## config.mk

```make
export PLATFORM = sky130hd
export DESIGN_NAME = integer_text_formatter
export DESIGN_NICKNAME = d
export VERILOG_FILES = /design/src/rtl/core/itf_pkg.sv /design/src/rtl/core/itf_datapath.sv /design/src/rtl/core/itf_ctrl.sv /design/src/rtl/core/integer_text_formatter.sv
export VERILOG_INCLUDE_DIRS = /design/src /design/src/rtl/core
export SDC_FILE = /design/constraint.sdc
export NUM_CORES = 1
export LEC_CHECK = 0
export ABC_AREA = 1
export ABC_CLOCK_PERIOD_IN_PS = 4190
export BUFFER_PORTS_ARGS = -buffer_cell sky130_fd_sc_hd__buf_2
export CORE_ASPECT_RATIO = 0.6
export CORE_MARGIN = 4
export CORE_UTILIZATION = 40
export CTS_BUF_LIST = sky130_fd_sc_hd__clkbuf_2
export DETAILED_ROUTE_END_ITERATION = 8
export SLEW_MARGIN = 20
export SYNTH_ARGS = -nofsm -noshare
export SYNTH_HDL_FRONTEND = slang
export SYNTH_SLANG_ARGS = --single-unit
export TNS_END_PERCENT = 30
```

## constraint.sdc

```tcl
create_clock -name clk -period 4.19 [get_ports clk]
set_input_delay 0 -clock clk [delete_from_list [all_inputs] [get_ports clk]]
set_output_delay 0 -clock clk [all_outputs]
set_load 0.005 [all_outputs]
```

## src/rtl/core/integer_text_formatter_macros.svh

```systemverilog
// Assertion macros used by the integer text formatter top level.
`ifndef INTEGER_TEXT_FORMATTER_MACROS_SVH
`define INTEGER_TEXT_FORMATTER_MACROS_SVH
`ifndef SYNTH
// Same-cycle implication, checked outside reset.
`define ITF_ASSERT_IMPLIES(label, clk, rst_n, ante, cons) \
  label: assert property (@(posedge clk) disable iff (!rst_n) (ante) |-> (cons)) \
    else $error("integer_text_formatter assertion failed");
// Next-cycle implication, checked outside reset.
`define ITF_ASSERT_NEXT(label, clk, rst_n, ante, cons) \
  label: assert property (@(posedge clk) disable iff (!rst_n) (ante) |=> (cons)) \
    else $error("integer_text_formatter assertion failed");
`else
`define ITF_ASSERT_IMPLIES(label, clk, rst_n, ante, cons)
`define ITF_ASSERT_NEXT(label, clk, rst_n, ante, cons)
`endif
`endif

```

## src/rtl/core/itf_pkg.sv

```systemverilog
// Shared types, constants and functions of the integer text formatter.
package itf_pkg;

  // Decimal digits of a 64-bit value, BCD register width
  localparam int NUM_DIGITS = 20;
  localparam int DIG_W      = 4 * NUM_DIGITS;
  localparam int VALUE_W    = 64;
  localparam int STEP_W     = 6;
  localparam logic [STEP_W-1:0] LAST_STEP = STEP_W'(VALUE_W - 1);
  localparam logic [4:0] DIGITS_INIT = 5'(NUM_DIGITS);

  localparam logic [7:0] CHAR_MINUS = 8'h2D;
  localparam logic [7:0] CHAR_ZERO  = 8'h30;
  localparam logic [7:0] CHAR_LOW_A = 8'h61;
  localparam logic [7:0] CHAR_UP_A  = 8'h41;

  typedef enum logic [2:0] {
    ST_IDLE,
    ST_CONV,
    ST_SCAN,
    ST_PREP,
    ST_PAD_PRE,
    ST_SIGN,
    ST_DIGIT,
    ST_PAD_POST
  } state_t;

  // Controller to datapath
  typedef struct packed {
    logic load;
    logic conv_step;
    logic scan_shift;
    logic prep;
    logic emit_pad;
    logic emit_sign;
    logic emit_digit;
    logic emit_last;
  } cmd_t;

  // Datapath to controller
  typedef struct packed {
    logic hex;
    logic neg;
    logic left;
    logic lead_zero;
    logic pad_none;
    logic pad_one;
    logic dig_one;
    logic out_free;
  } status_t;

  // ASCII for one digit, 0..15
  function automatic logic [7:0] digit_char(input logic [3:0] d, input logic upper);
    logic [7:0] base;
    base = upper ? CHAR_UP_A : CHAR_LOW_A;
    if (d < 4'd10) begin
      digit_char = CHAR_ZERO + {4'd0, d};
    end else begin
      digit_char = base + {4'd0, d - 4'd10};
    end
  endfunction

endpackage

```

## src/rtl/core/itf_datapath.sv

```systemverilog
// Datapath: double-dabble conversion, digit scan, counters and output register.
module itf_datapath #(
  parameter int MAX_WIDTH = 48
) (
  input  logic                clk,
  input  logic                rst_n,
  input  logic [63:0]         in_value,
  input  logic                in_hex_mode,
  input  logic                in_upper_case,
  input  logic signed [6:0]   in_field_width,
  input  logic                in_negative,
  input  logic [7:0]          in_pad_char,
  input  itf_pkg::cmd_t       cmd,
  output itf_pkg::status_t    st,
  output logic                out_valid,
  input  logic                out_ready,
  output logic [7:0]          out_char,
  output logic                out_last,
  output logic [5:0]          out_printed_length
);

  localparam int WW = $clog2(MAX_WIDTH + 1);

  logic [itf_pkg::VALUE_W-1:0] bin_r;
  logic [itf_pkg::DIG_W-1:0]   dig_r, dig_adj;
  logic [4:0]                  dig_cnt_r;
  logic                        hex_r, upper_r, neg_r, left_r;
  logic [7:0]                  pad_r;
  logic [WW-1:0]               width_r, pad_cnt_r, total_r;
  logic                        out_valid_r;
  logic [7:0]                  out_char_r;
  logic                        out_last_r;
  logic [5:0]                  out_len_r;

  logic [6:0]    wmag, wsat;
  logic [4:0]    cnt;
  logic [WW-1:0] cnt_w;
  logic [7:0]    char_nxt;
  logic          emit;

  // Field width magnitude, saturated
  always_comb begin
    wmag = in_field_width[6] ? (7'd0 - $unsigned(in_field_width)) : $unsigned(in_field_width);
    wsat = (wmag > 7'(MAX_WIDTH)) ? 7'(MAX_WIDTH) : wmag;
  end

  // Add-3 adjust of every BCD digit ahead of the shift
  always_comb begin
    logic [3:0] d;
    d = 4'd0;
    dig_adj = '0;
    for (int i = 0; i < itf_pkg::NUM_DIGITS; i++) begin
      d = dig_r[4*i +: 4];
      dig_adj[4*i +: 4] = (d >= 4'd5) ? d + 4'd3 : d;
    end
  end

  // Printed text length without padding
  assign cnt   = dig_cnt_r + {4'd0, neg_r};
  assign cnt_w = WW'(cnt);

  // Character for the current emission
  always_comb begin
    priority if (cmd.emit_digit) begin
      char_nxt = itf_pkg::digit_char(dig_r[itf_pkg::DIG_W-1 -: 4], upper_r);
    end else if (cmd.emit_sign) begin
      char_nxt = itf_pkg::CHAR_MINUS;
    end else begin
      char_nxt = pad_r;
    end
  end

  assign emit = cmd.emit_pad | cmd.emit_sign | cmd.emit_digit;

  // Working registers
  always_ff @(posedge clk) begin
    if (cmd.load) begin
      hex_r     <= in_hex_mode;
      upper_r   <= in_upper_case;
      neg_r     <= in_negative;
      left_r    <= in_field_width[6];
      pad_r     <= in_pad_char;
      width_r   <= WW'(wsat);
      bin_r     <= in_value;
      dig_cnt_r <= itf_pkg::DIGITS_INIT;
      dig_r     <= in_hex_mode ? itf_pkg::DIG_W'(in_value) : '0;
    end else if (cmd.conv_step) begin
      dig_r <= {dig_adj[itf_pkg::DIG_W-2:0], bin_r[itf_pkg::VALUE_W-1]};
      bin_r <= {bin_r[itf_pkg::VALUE_W-2:0], 1'b0};
    end else if (cmd.scan_shift || cmd.emit_digit) begin
      dig_r     <= {dig_r[itf_pkg::DIG_W-5:0], 4'd0};
      dig_cnt_r <= dig_cnt_r - 5'd1;
    end
    if (cmd.prep) begin
      pad_cnt_r <= (width_r > cnt_w) ? width_r - cnt_w : '0;
      total_r   <= (width_r > cnt_w) ? width_r : cnt_w;
    end else if (cmd.emit_pad) begin
      pad_cnt_r <= pad_cnt_r - WW'(1);
    end
    if (emit) begin
      out_char_r <= char_nxt;
      out_last_r <= cmd.emit_last;
      out_len_r  <= cmd.emit_last ? 6'(total_r) : 6'd0;
    end
  end

  // Output item valid
  always_ff @(posedge clk) begin
    if (!rst_n) begin
      out_valid_r <= 1'b0;
    end else if (emit) begin
      out_valid_r <= 1'b1;
    end else if (out_ready) begin
      out_valid_r <= 1'b0;
    end
  end

  // Status to the controller
  always_comb begin
    st.hex       = hex_r;
    st.neg       = neg_r;
    st.left      = left_r;
    st.lead_zero = (dig_r[itf_pkg::DIG_W-1 -: 4] == 4'd0) && (dig_cnt_r > 5'd1);
    st.pad_none  = (pad_cnt_r == '0);
    st.pad_one   = (pad_cnt_r == WW'(1));
    st.dig_one   = (dig_cnt_r == 5'd1);
    st.out_free  = !out_valid_r || out_ready;
  end

  assign out_valid          = out_valid_r;
  assign out_char           = out_char_r;
  assign out_last           = out_last_r;
  assign out_printed_length = out_len_r;

endmodule

```

## src/rtl/core/itf_ctrl.sv

```systemverilog
// Controller: sequences conversion, leading-zero scan and character emission.
module itf_ctrl (
  input  logic              clk,
  input  logic              rst_n,
  input  logic              in_valid,
  output logic              in_ready,
  input  itf_pkg::status_t  st,
  output itf_pkg::cmd_t     cmd
);

  itf_pkg::state_t             state_r, state_nxt;
  logic [itf_pkg::STEP_W-1:0]  step_r, step_nxt;

  // State and step counter
  always_ff @(posedge clk) begin
    if (!rst_n) begin
      state_r <= itf_pkg::ST_IDLE;
      step_r  <= '0;
    end else begin
      state_r <= state_nxt;
      step_r  <= step_nxt;
    end
  end

  // Next state and commands
  always_comb begin
    state_nxt = state_r;
    step_nxt  = step_r;
    cmd       = '0;
    in_ready  = 1'b0;
    unique case (state_r)
      itf_pkg::ST_IDLE: begin
        // no item is taken while reset is held
        in_ready = rst_n;
        if (in_valid && rst_n) begin
          cmd.load  = 1'b1;
          step_nxt  = '0;
          state_nxt = itf_pkg::ST_CONV;
        end
      end
      itf_pkg::ST_CONV: begin
        // hex digits are loaded directly, decimal takes one step per bit
        if (st.hex) begin
          state_nxt = itf_pkg::ST_SCAN;
        end else begin
          cmd.conv_step = 1'b1;
          step_nxt      = step_r + 1'b1;
          if (step_r == itf_pkg::LAST_STEP) begin
            state_nxt = itf_pkg::ST_SCAN;
          end
        end
      end
      itf_pkg::ST_SCAN: begin
        if (st.lead_zero) begin
          cmd.scan_shift = 1'b1;
        end else begin
          state_nxt = itf_pkg::ST_PREP;
        end
      end
      itf_pkg::ST_PREP: begin
        cmd.prep = 1'b1;
        if (!st.left) begin
          state_nxt = itf_pkg::ST_PAD_PRE;
        end else if (st.neg) begin
          state_nxt = itf_pkg::ST_SIGN;
        end else begin
          state_nxt = itf_pkg::ST_DIGIT;
        end
      end
      itf_pkg::ST_PAD_PRE: begin
        if (st.pad_none) begin
          state_nxt = st.neg ? itf_pkg::ST_SIGN : itf_pkg::ST_DIGIT;
        end else if (st.out_free) begin
          cmd.emit_pad = 1'b1;
          if (st.pad_one) begin
            state_nxt = st.neg ? itf_pkg::ST_SIGN : itf_pkg::ST_DIGIT;
          end
        end
      end
      itf_pkg::ST_SIGN: begin
        if (st.out_free) begin
          cmd.emit_sign = 1'b1;
          state_nxt     = itf_pkg::ST_DIGIT;
        end
      end
      itf_pkg::ST_DIGIT: begin
        if (st.out_free) begin
          cmd.emit_digit = 1'b1;
          cmd.emit_last  = st.dig_one && (!st.left || st.pad_none);
          if (st.dig_one) begin
            state_nxt = (st.left && !st.pad_none) ? itf_pkg::ST_PAD_POST : itf_pkg::ST_IDLE;
          end
        end
      end
      itf_pkg::ST_PAD_POST: begin
        if (st.out_free) begin
          cmd.emit_pad  = 1'b1;
          cmd.emit_last = st.pad_one;
          if (st.pad_one) begin
            state_nxt = itf_pkg::ST_IDLE;
          end
        end
      end
      default: begin
        state_nxt = itf_pkg::ST_IDLE;
      end
    endcase
  end

endmodule

```

## src/rtl/core/integer_text_formatter.sv

```systemverilog
// Top level of the integer text formatter: controller, datapath and checks.
//
// Input channel (in_valid/in_ready): one item is one number with its format:
// value, radix, letter case, signed field width, minus flag and pad character.
// Output channel (out_valid/out_ready): one item per ASCII character, most
// significant digit first, pads before or after the text; out_last marks the
// final character, which also carries out_printed_length.
// Steps per item: load; decimal conversion by shift-and-add-3 on a 20-digit
// BCD register, one step per input bit (hex skips it); leading-zero scan,
// which suppresses up to 19 zeros; setup; then one character per cycle while
// the receiver takes them. A right-justified field with no padding still
// passes through the pad state before its text.
// One number is in work at a time.
// in_ready is high only between numbers; the next number is taken while the
// final character still waits in the output register.
// A stalled receiver holds the output register and pauses emission.
// Reset (rst_n low, synchronous) empties the output and returns to idle.
`include "integer_text_formatter_macros.svh"

module integer_text_formatter #(
  parameter int MAX_WIDTH = 48
) (
  input  logic               clk,
  input  logic               rst_n,
  input  logic               in_valid,
  output logic               in_ready,
  input  logic [63:0]        in_value,
  input  logic               in_hex_mode,
  input  logic               in_upper_case,
  input  logic signed [6:0]  in_field_width,
  input  logic               in_negative,
  input  logic [7:0]         in_pad_char,
  output logic               out_valid,
  input  logic               out_ready,
  output logic [7:0]         out_char,
  output logic               out_last,
  output logic [5:0]         out_printed_length
);

  itf_pkg::cmd_t    cmd;
  itf_pkg::status_t st;
  logic             char_emit;

  itf_ctrl u_ctrl (
    .clk      (clk),
    .rst_n    (rst_n),
    .in_valid (in_valid),
    .in_ready (in_ready),
    .st       (st),
    .cmd      (cmd)
  );

  itf_datapath #(
    .MAX_WIDTH (MAX_WIDTH)
  ) u_datapath (
    .clk                (clk),
    .rst_n              (rst_n),
    .in_value           (in_value),
    .in_hex_mode        (in_hex_mode),
    .in_upper_case      (in_upper_case),
    .in_field_width     (in_field_width),
    .in_negative        (in_negative),
    .in_pad_char        (in_pad_char),
    .cmd                (cmd),
    .st                 (st),
    .out_valid          (out_valid),
    .out_ready          (out_ready),
    .out_char           (out_char),
    .out_last           (out_last),
    .out_printed_length (out_printed_length)
  );

  assign char_emit = cmd.emit_pad || cmd.emit_sign || cmd.emit_digit;

  // Characters only go out when the output register can take them
  `ITF_ASSERT_IMPLIES(a_emit_has_room, clk, rst_n, char_emit, st.out_free)
  // At most one character source per cycle
  `ITF_ASSERT_IMPLIES(a_one_source, clk, rst_n, 1'b1, $onehot0({cmd.emit_pad, cmd.emit_sign, cmd.emit_digit}))
  // An accepted number keeps the block busy
  `ITF_ASSERT_NEXT(a_busy_after_load, clk, rst_n, in_valid && in_ready, !in_ready)
  // Length is reported on the final character only
  `ITF_ASSERT_IMPLIES(a_len_on_last, clk, rst_n, out_valid && !out_last, out_printed_length == 6'd0)

endmodule

```

==> summary.md, run 1 <==
| Metric | Value |
|---|---|
| Asr flop ratio synth | `0%` |
| Routed wire length per instance | `15.7 µm` |
| IO Pins | `103` |
| Post-route setup slack | `804 ps` |
| Hold_ws | `182 ps` |
| Vias in the first global route | `9,879` |
| Synthesized cell area | `11,400 µm²` |
| Max Fclk | `295 MHz` |
| Clock latency on the worst-skew pair | `910 ps` |
| Setup crit end kind | `flop` |
| YS warnings | `0` |
| Dpl hpwl | `18.8 mm` |
| Final hold violations | `0` |
| Tightest Hold Check Type | `in -> reg` |
| Final Slew Violations | `0` |
| CTS root buf | `clkbuf_2` |
| Share of layout cells above drive strength 1 | `13.5%` |
| Core Footprint | `27,800 µm²` |
| Gr usage total | `19.5%` |
| Vias/cell | `5.19` |
| Top cell type's share of synthesized area | `50.0%` |
| Setup violators final | `0` |
| Worst endpoint required time | `4980 ps` |
| Post-synthesis cell count | `1,232` |
| Post-synth EDFFs | `189` |
| Grt total ovfl | `0` |
| P&R area growth vs syn | `28.2%` |
| Reg2reg end | `u_ctrl.state_r[2]` |
| Worst r2r src | `u_datapath.dig_cnt_r[1]` |
| Mean post-synth cell area | `9.22 µm²` |
| Reg2Reg Depth | `13` |
| First-pass GRT wire length | `49.8 mm` |
| DRT Pass-1 Iters | `7` |
| #FFs+latches synth | `204` |
| Reg2reg setup slack | `800 ps` |
| Place WS | `1210 ps` |
| Mapped Nets | `1,372` |
| Register clock-pin slew on the reported worst setup and hold paths | `120 ps` |
| DIE AREA | `31,200 µm²` |
| Port Buf Inserts | `102` |
| Unrepaired setup endpoints after global routing | `no` |
| Post-route ant nets | `0` |
| Detailed Route Iter0 Violations | `762` |
| Routability cong. | `0.862` |
| Hold Crit Depth | `5` |
| Critical path type | `reg -> reg` |
| Largest net degree at the start of global routing | `91` |
| Power Density | `582 nW/µm²` |
| Final nets | `1,685` |
| Register area share after synthesis | `52.6%` |
| Relative slew slack | `45.0%` |
| Post-CTS resize count | `0` |
| Die Wd | `226 µm` |
| Sink Count | `204` |
| Min-delay src | `out_ready` |
| DRC violations left | `0` |
| Synth area leaders | `edfxtp_1, nand2_1, ha_1` |
| Routed WL | `30.7 mm` |
| WP data arrival | `4170 ps` |
| Final period util | `80.8%` |
| Worst Setup Start Kind | `flop` |
| # Max-Cap Violations | `0` |
| Setup Skew | `95.3 ps` |
| Initial antenna violation count | `1` |
| Hold EP | `u_datapath.out_valid` |
| Largest area contributor in the netlist | `edfxtp_1` |
| Max Root-Sink Buffers | `3` |
| Minimum clock period | `3390 ps` |
| VDD IR max | `306 µV` |
| Setup tns final | `0 ps` |
| Via Count | `10.1k` |
| Crit Path Max Fanout | `9` |
| Power Total | `8.46 mW` |
| CTS tree | `built` |
| Die Ht | `139 µm` |
| Outcome | `finished, final reports clean` |
| H-tree depth | `2` |
| Distinct cells, synth | `41` |
| Main synth FF type | `edfxtp_1` |
| Pleak | `6.28 nW` |
| CTS Buf Count | `51` |
| Worst-Margin Slew | `825 ps` |
| Row cnt | `47` |
| Initial Utilization | `40.9%` |
synth_stat cells (6+ instances only):
cell type	n
a21oi_1	49
xor2_1	20
clkbuf_1	17
inv_2	8
dfxtp_1	15
nand3_1	101
o21ai_1	12
o21bai_1	6
buf_2	15
o221ai_1	58
nor2_1	64
edfxtp_1	189
inv_1	157
nand4_1	19
nand2_1	305
a31oi_1	6
buf_4	8
o21ai_0	82
o211ai_1	7
ha_1	53
through the flow:
stage | cell area [µm²] | instances | util, %
5_1_grt | 14600 | 1952 | 52.4
2_1_floorplan | 11400 | 1232 | -
3_3_place_gp | 12200 | 1669 | 43.9
6_report | 14600 | 1952 | 52.4
3_5_place_dp | 12200 | 1669 | 43.9
4_1_cts | 14500 | 1951 | 52.4
state kept, by name, summed over array words and instances (netlist names):
register,cells
u_datapath.dig_r,80
u_datapath.bin_r,64
u_datapath.out_char,8
u_datapath.pad_r,8
u_ctrl.step_r,6
u_datapath.out_printed_length,6
u_datapath.pad_cnt_r,6
u_datapath.total_r,6
u_datapath.width_r,6
u_datapath.dig_cnt_r,5
u_ctrl.state_r,3
u_datapath.hex_r,1
u_datapath.left_r,1
u_datapath.neg_r,1
u_datapath.out_last,1
u_datapath.out_valid,1
u_datapath.upper_r,1
power breakdown:
| part | leakage, nW | switching [mW] | internal [mW] |
|---|---|---|---|
| clock | 0.335 | 0.876 | 0.468 |
| combinational | 4.05 | 2.24 | 1.23 |
| sequential | 1.90 | 0.370 | 3.28 |
| total | 6.28 | 3.48 | 4.98 |
how the worst max path moves through the flow:
stage                       startpoint                   end  cells after the start
6_report       u_datapath.dig_cnt_r[1]     u_ctrl.state_r[2]                     13
5_1_grt        u_datapath.dig_cnt_r[1]     u_ctrl.state_r[2]                     13
4_1_cts        u_datapath.dig_cnt_r[1]     u_ctrl.state_r[2]                     13
3_5_place_dp         u_ctrl.state_r[1]  u_datapath.dig_r[13]                      7
3_3_place_gp         u_ctrl.state_r[1]  u_datapath.dig_r[30]                      7
2_1_floorplan     u_datapath.dig_r[76]   u_datapath.dig_r[0]                      8
area by class of cell:
| cell class | count | area (µm²) |
|---|---|---|
| repair buffers | 300 | 2480 |
| multi-input cells | 823 | 4570 |
| well taps | 367 | 459 |
| fillers | 2522 | 13200 |
| flip-flops and latches | 204 | 5980 |
| inverters | 165 | 619 |
| diodes | 1 | 2.50 |
| clock buffers | 72 | 360 |
| clock inverters | 20 | 85.1 |
worst max-delay path: stages (launching register included):
cell and delay [ps]:
dfxtp_1 410, inv_1 130, ha_1 160, nand3_1 160
o21ai_0 190, nand3_1 90, dlygate4sd3_1 570, nor2_1 150
nand3_2 130, nand2_1 100, nand2_1 40, dlygate4sd3_1 560
nor2_1 100, dlygate4sd3_1 550
placed cells by master (no fill, tap or decap), drive strengths merged, types with 17 or more instances in the layout:
cell type	count
edfxtp	189
a21oi	49
inv	166
clkbuf	72
o221ai	58
clkinv	17
nor2	66
nand2	310
dlygate4sd3	190
ha	53
o21ai	94
nand3	103
xor2	20
nand4	19
buf	110
metal layers:
metal  GRT usage (%)  wire, µm  vias to the layer above  part of all wire [%]
li1                -         -                     4956                     -
met1            28.8     14700                     4716                    48
met2            28.3     13000                      394                    43
met3            4.34      2250                       65                   7.3
met4            6.57       722                        0                   2.4
met5               0         0                        -                     0
logic make-up (layout without fill, tap and decap cells):
| group | after synthesis | in the layout | share of synthesized area [%] |
|---|---|---|---|
| other | 0 | 1 | 0 |
| adders and majority gates | 54 | 54 | 6.02 |
| xor gates and xnor gates | 23 | 23 | 1.77 |
| AOI/OAI and AO/OA | 235 | 235 | 13.2 |
| buffers and inverters | 205 | 557 | 7.21 |
| and+or+nand+nor | 511 | 511 | 19.2 |
| DFF | 204 | 204 | 52.6 |
repair_timing:
action / CTS / global route
buffers inserted: 0 / 0
hold buffers: 190 / 0
endpoints found under the hold margin: 202 / 0
No activity file was read; power rests on OpenSTA's default activity.
==> inputs of run 2 (changes only) <==
Settings changed: ABC_CLOCK_PERIOD_IN_PS 4190 to 3060.
Clock period 4.19 ns to 3.06 ns, I/O delays scaled along.
==> run 2 against run 1 <==
  * Critical path depth did not move
  * Clock skew fell by 53 ps
  * Largest cell class unchanged
  * Flip-flop and latch count did not move
  * Critical endpoint is now u_datapath.width_r[1]
  * Total power rose by 40%
  * Highest routed layer unchanged
==> summary.md, run 2 (same netlist as run 1, synthesis figures left out) <==
| Metric | Value |
|---|---|
| Outcome | `finished, final reports clean (unchanged)` |
| Vias/cell | `5.11 (was 5.19)` |
| Clock latency on the worst-skew pair | `860 ps (was 910 ps)` |
| Share of layout cells above drive strength 1 | `13.8% (was 13.5%)` |
| DRC violations left | `0 (unchanged)` |
| P&R area growth vs syn | `30.2% (was 28.2%)` |
| Post-route ant nets | `0 (unchanged)` |
| Minimum clock period | `3030 ps` |
| Via Count | `10.1k (about the same)` |
| Core Footprint | `27,800 µm² (unchanged)` |
| Register clock-pin slew on the reported worst setup and hold paths | `110 ps (was 120 ps)` |
| Final Slew Violations | `0 (unchanged)` |
| Final period util | `99.0%` |
| Biggest regs | `u_datapath.dig_r: 80 flops, u_datapath.bin_r: 64 flops (unchanged)` |
| Hold_ws | `157 ps (was 182 ps)` |
| Power Density | `800 nW/µm² (was 582 nW/µm²)` |
| Routed wire length per instance | `15.5 µm (was 15.7 µm)` |
| Gr usage total | `19.2% (was 19.5%)` |
| Critical path type | `in -> reg (was reg -> reg)` |
| Detailed Route Iter0 Violations | `938 (was 762)` |
| Max reg flops | `80 (unchanged)` |
| Vias in the first global route | `9,793 (was 9,879)` |
| Most flops, register | `u_datapath.dig_r (unchanged)` |
| Port Buf Inserts | `102 (unchanged)` |
| Routed WL | `30.5 mm (was 30.7 mm)` |
| Initial Utilization | `40.9% (unchanged)` |
| Setup crit end kind | `flop (unchanged)` |
| Relative slew slack | `47.6% (was 45.0%)` |
| Pleak | `6.41 nW (was 6.28 nW)` |
| Largest net degree at the start of global routing | `144 (was 91)` |
| Worst-Margin Slew | `787 ps (was 825 ps)` |
| Worst Setup Start Kind | `primary input (was flop)` |
| Setup Skew | `41.8 ps (was 95.3 ps)` |
| CTS root buf | `clkbuf_2 (unchanged)` |
| H-tree depth | `2 (unchanged)` |
| Die Wd | `226 µm (unchanged)` |
| Routability cong. | `0.856 (was 0.862)` |
| Setup tns final | `0 ps (unchanged)` |
| IO Pins | `103 (unchanged)` |
| Worst endpoint required time | `3650 ps (was 4980 ps)` |
| Initial antenna violation count | `1 (unchanged)` |
| Row cnt | `47 (unchanged)` |
| CTS Buf Count | `52 (was 51)` |
| Final nets | `1,703 (was 1,685)` |
| Fill count | `2,502 (was 2,522)` |
| DRT Pass-1 Iters | `5 (was 7)` |
| First-pass GRT wire length | `49.4 mm (was 49.8 mm)` |
| Setup violators final | `0 (unchanged)` |
| # Max-Cap Violations | `0 (unchanged)` |
| Die Ht | `139 µm (unchanged)` |
| Most common library cell in the layout ignoring fill and taps | `nand2_1 (unchanged)` |
| Sink Count | `204 (unchanged)` |
| Tightest Hold Check Type | `in -> reg (unchanged)` |
| DIE AREA | `31,200 µm² (unchanged)` |
| Dpl hpwl | `18.1 mm (was 18.8 mm)` |
| Max Fclk | `330 MHz` |
| VDD IR max | `459 µV (was 306 µV)` |
| WP data arrival | `3620 ps (was 4170 ps)` |
| Max Root-Sink Buffers | `3 (unchanged)` |
| CTS tree | `built (unchanged)` |
| Final hold violations | `0 (unchanged)` |
| Grt total ovfl | `0 (unchanged)` |
| Most frequent cells in the layout | `nand2_1, dlygate4sd3_1, edfxtp_1 (unchanged)` |
| Crit Path Max Fanout | `5 (was 9)` |
run 2: changes by cell type in the layout (fill, tap and decap cells not counted), sizes merged:
cell and change:
clkinvlp -2, buf +3, bufinv +1, clkbuf +3, inv -1, dlygate4sd3 +14
run 2: cell type report:
cell class	count	area (µm²)	area share (%)
antenna	1	2.50	0.0169
clock buffer	75	375	2.54
clock inverter	18	97.6	0.660
tap	367	459	3.11
timing repair buffer	317	2670	18.1
inverter	165	619	4.19
sequential	204	5980	40.4
multi-input combinational	823	4580	31.0
run 2: per-layer routing:
metal | up-vias | share of wire (%) | GRT usage (%)
met2 | 319 | 43 | 28.7
li1 | 4999 | - | -
met4 | 0 | 1.6 | 5.57
met3 | 52 | 6.8 | 4.53
met5 | - | 0 | 0
met1 | 4690 | 49 | 28.0
run 2: path summary, 6_finish.rpt:
path	from	endpoint	slack [ps]	cells past startpoint
setup / recovery	in_field_width[0]	u_datapath.width_r[1]	30	13
hold / removal	out_ready	u_datapath.out_valid	160	5
setup reg to reg	u_ctrl.state_r[0]	u_datapath.bin_r[51]	240	10
hold reg to reg	u_ctrl.step_r[1]	u_ctrl.step_r[1]	510	2
run 2: power breakdown:
group	internal (mW)	leakage, nW	switching [mW]
registers	4.49	1.90	0.501
logic	1.84	4.15	3.06
clock network	0.741	0.359	1.20
run 2: critical path: stages:
cell	delay (ps)
dlygate4sd3_1	530
buf_2	130
dlygate4sd3_1	550
inv_1	100
ha_1	170
nand3_1	120
nor4_2	130
dlygate4sd3_1	590
inv_1	40
nand2_1	110
dlygate4sd3_1	580
nor2_1	40
dlygate4sd3_1	540
run 2: what timing repair did:
item / CTS / global route
setup buffers: 0 / 1
hold buffers: 206 / 0
hold endpoints to repair: 285 / 0
endpoints found under the setup margin: 0 / 1
gates resized for setup: 0 / 3
run 2: stage by stage:
| stage | utilization, % | setup WS [ps] | std cells | power, mW | cell area, µm² |
|---|---|---|---|---|---|
| after floorplan | - | 520 | 1232 | 8.21 | 11400 |
| after global placement | 44.1 | 727 | 1671 | 9.37 | 12200 |
| after detailed placement | 44.1 | 621 | 1671 | 9.43 | 12200 |
| after CTS | 53.3 | 77.0 | 1970 | 11.8 | 14800 |
| after global routing | 53.3 | -2.64 | 1970 | 12.8 | 14800 |
| final | 53.3 | 30.7 | 1970 | 11.8 | 14800 |
==> inputs of run 3 (changes only) <==
==> constraint.sdc (replaced) <==
create_clock -name clk -period 3.06 [get_ports clk]
set_input_delay 0.459 -clock clk [delete_from_list [all_inputs] [get_ports clk]]
set_output_delay 0.459 -clock clk [all_outputs]
set_load 0.005 [all_outputs]
==> run 3 against run 2 <==
  * Clock-buffer cell count increased by 3
  * Sequential share of layout area increased by 3.6 points
  * Largest cell class unchanged
  * Clock power about the same
  * Worst setup slack improved by 540 ps
  * Critical path depth decreased by 6
  * Cell area decreased by 8.1%
  * Cell count decreased by 6.6%
  * Highest routed layer unchanged
  * Non-clock buffer count decreased by 121
  * Wire length decreased by 6.0%
  * First-iteration DRC count decreased by 9.4%
  * Fmax increased by 22%
  * Total power decreased by 2.7%
==> summary.md, run 3 (same netlist as run 1, synthesis figures left out) <==
| Metric | Value |
|---|---|
| Hold Crit Depth | `5 (unchanged)` |
| H-tree depth | `2 (unchanged)` |
| Gr usage total | `18.2% (was 19.2%)` |
| Register clock-pin slew on the reported worst setup and hold paths | `120 ps (was 110 ps)` |
| Most flops, register | `u_datapath.dig_r (unchanged)` |
| Worst endpoint required time | `3580 ps (was 3650 ps)` |
| Dpl hpwl | `19.0 mm (was 18.1 mm)` |
| Core Footprint | `27,800 µm² (unchanged)` |
| Setup violators final | `0 (unchanged)` |
| Max Root-Sink Buffers | `3 (unchanged)` |
| Post-CTS Setup Bufs | `0 (unchanged)` |
| Most frequent cells in the layout | `nand2_1, edfxtp_1, inv_1 (was nand2_1, dlygate4sd3_1, edfxtp_1)` |
| Combinational Power Share | `39.6% (was 41.4%)` |
| Biggest regs | `u_datapath.dig_r: 80 flops, u_datapath.bin_r: 64 flops (unchanged)` |
| # placed instances | `1,672 (was 1,671)` |
| Sink Count | `204 (unchanged)` |
| Reg2reg setup slack | `570 ps (was 240 ps)` |
| Hold_ws | `153 ps (was 157 ps)` |
| Worst r2r src | `u_ctrl.state_r[1] (was u_ctrl.state_r[0])` |
| P&R area growth vs syn | `19.6% (was 30.2%)` |
| Critical path type | `reg -> reg (was in -> reg)` |
| CTS tree | `built (unchanged)` |
| NetSw | `4.62 mW (was 4.76 mW)` |
| Row cnt | `47 (unchanged)` |
| CTS root buf | `clkbuf_2 (unchanged)` |
| Setup tns final | `0 ps (unchanged)` |
| Vias in the first global route | `9,254 (was 9,793)` |
| Power Density | `847 nW/µm² (was 800 nW/µm²)` |
| Setup crit end kind | `flop (unchanged)` |
| Crit Path Max Fanout | `37 (was 5)` |
| Hold EP | `u_datapath.width_r[3] (was u_datapath.out_valid)` |
| Final period util | `81.3% (was 99.0%)` |
| Fill count | `2,632 (was 2,502)` |
| Core Util, Final | `48.9% (was 53.3%)` |
| Seq pwr share | `43.3% (was 42.2%)` |
| Vias/cell | `5.15 (was 5.11)` |
| Worst-Margin Slew | `669 ps (was 787 ps)` |
| Outcome | `finished, final reports clean (unchanged)` |
| IO Pins | `103 (unchanged)` |
| Routed WL | `28.7 mm (was 30.5 mm)` |
| Die Ht | `139 µm (unchanged)` |
| Initial Utilization | `40.9% (unchanged)` |
| Setup Skew | `65.5 ps (was 41.8 ps)` |
| Via Count | `9,485 (was 10.1k)` |
| VDD IR max | `349 µV (was 459 µV)` |
| Port Buf Inserts | `102 (unchanged)` |
| Routability cong. | `0.789 (was 0.856)` |
| # Max-Cap Violations | `0 (unchanged)` |
| Tightest Hold Check Type | `in -> reg (unchanged)` |
| Final Slew Violations | `0 (unchanged)` |
| Min-delay src | `in_field_width[3] (was out_ready)` |
| Detailed Route Iter0 Violations | `850 (was 938)` |
| DRC violations left | `0 (unchanged)` |
| WP data arrival | `3000 ps (was 3620 ps)` |
| Minimum clock period | `2490 ps (was 3030 ps)` |
| DIE AREA | `31,200 µm² (unchanged)` |
| Unrepaired setup endpoints after global routing | `no` |
| Final nets | `1,581 (was 1,703)` |
| Switching share of power | `40.2% (about the same)` |
| Largest net degree at the start of global routing | `87 (was 144)` |
| Post-Layout Cell Count | `1,840 (was 1,970)` |
| Post-route ant nets | `0 (unchanged)` |
| Grt total ovfl | `0 (unchanged)` |
| Reg2reg end | `u_datapath.dig_r[34] (was u_datapath.bin_r[51])` |
| DRT Pass-1 Iters | `5 (unchanged)` |
| Most common library cell in the layout ignoring fill and taps | `nand2_1 (unchanged)` |
| Clk network pwr share | `17.1% (was 16.4%)` |
| Die Wd | `226 µm (unchanged)` |
| Max Fclk | `402 MHz (was 330 MHz)` |
| Reg2Reg Depth | `7 (was 10)` |
| Clock latency on the worst-skew pair | `860 ps (about the same)` |
| Routed wire length per instance | `15.6 µm (was 15.5 µm)` |
| First-pass GRT wire length | `47.1 mm (was 49.4 mm)` |
| Max reg flops | `80 (unchanged)` |
| CTS Buf Count | `51 (was 52)` |
| Final hold violations | `0 (unchanged)` |
| Initial antenna violation count | `1 (unchanged)` |
| Share of layout cells above drive strength 1 | `15.0% (was 13.8%)` |
| Worst Setup Start Kind | `flop (was primary input)` |
| Pleak | `5.90 nW (was 6.41 nW)` |
| Int Power | `6.88 mW (was 7.07 mW)` |
| Relative slew slack | `55.3% (was 47.6%)` |
-- run 3: power by group through the flow --
stage	logic, mW	clock network, mW	registers, mW
detailed placement	4.46	0	5.03
finish	4.56	1.96	4.98
global route	5.22	2.20	5.10
floorplan	3.32	0	4.89
global placement	4.38	0	5.02
CTS	4.57	2.05	4.98
-- run 3: area by class of cell --
type / instances / area [µm²] / area share, %
inverters: 165 / 619 / 4.56
well taps: 367 / 459 / 3.38
diodes: 2 / 5.00 / 0.0369
clock buffers: 78 / 390 / 2.87
repair buffers: 196 / 1490 / 10.9
flip-flops and latches: 204 / 5980 / 44.0
multi-input cells: 823 / 4570 / 33.7
clock inverters: 5 / 72.6 / 0.534
-- run 3: worst max-delay path by stage --
stage,slack [ps],to,startpoint,cells after the start
4_1_cts,550,u_datapath.total_r[3],u_datapath.neg_r,12
3_5_place_dp,610,u_datapath.dig_r[67],u_ctrl.state_r[1],7
2_1_floorplan,520,u_datapath.dig_r[0],u_datapath.dig_r[76],8
6_report,570,u_datapath.dig_r[34],u_ctrl.state_r[1],7
5_1_grt,370,u_datapath.total_r[3],u_datapath.neg_r,11
3_3_place_gp,730,u_datapath.dig_r[54],u_ctrl.state_r[1],7
-- run 3: per-layer routing --
| metal | up-vias | routed length (µm) | part of all wire (%) | GRT usage [%] |
|---|---|---|---|---|
| met5 | - | 0 | 0 | 0 |
| met4 | 0 | 335 | 1.2 | 4.25 |
| met3 | 33 | 1960 | 6.8 | 3.94 |
| met2 | 300 | 12200 | 42 | 26.7 |
| met1 | 4391 | 14200 | 50 | 27.7 |
| li1 | 4761 | - | - | - |
-- run 3: critical path, stage by stage (launching register included) --
cell	delay (ps)
dfxtp_1	590
inv_1	180
nor3_2	310
nand2_1	220
nand2_2	210
inv_1	110
nand2_4	260
buf_12	280
-- run 3: what timing repair did --
item                      in CTS  in global routing
hold buffers                  83                  0
hold endpoints to repair     154                  0
gates resized for setup        0                  0
-- run 3: metrics by stage --
stage | worst slack, ps | cell area (µm²) | total power, mW
finish | 572 | 13600 | 11.5
detailed placement | 613 | 12300 | 9.49
floorplan | 520 | 11400 | 8.21
global placement | 727 | 12300 | 9.40
global route | 371 | 13600 | 12.5
CTS | 550 | 13600 | 11.6
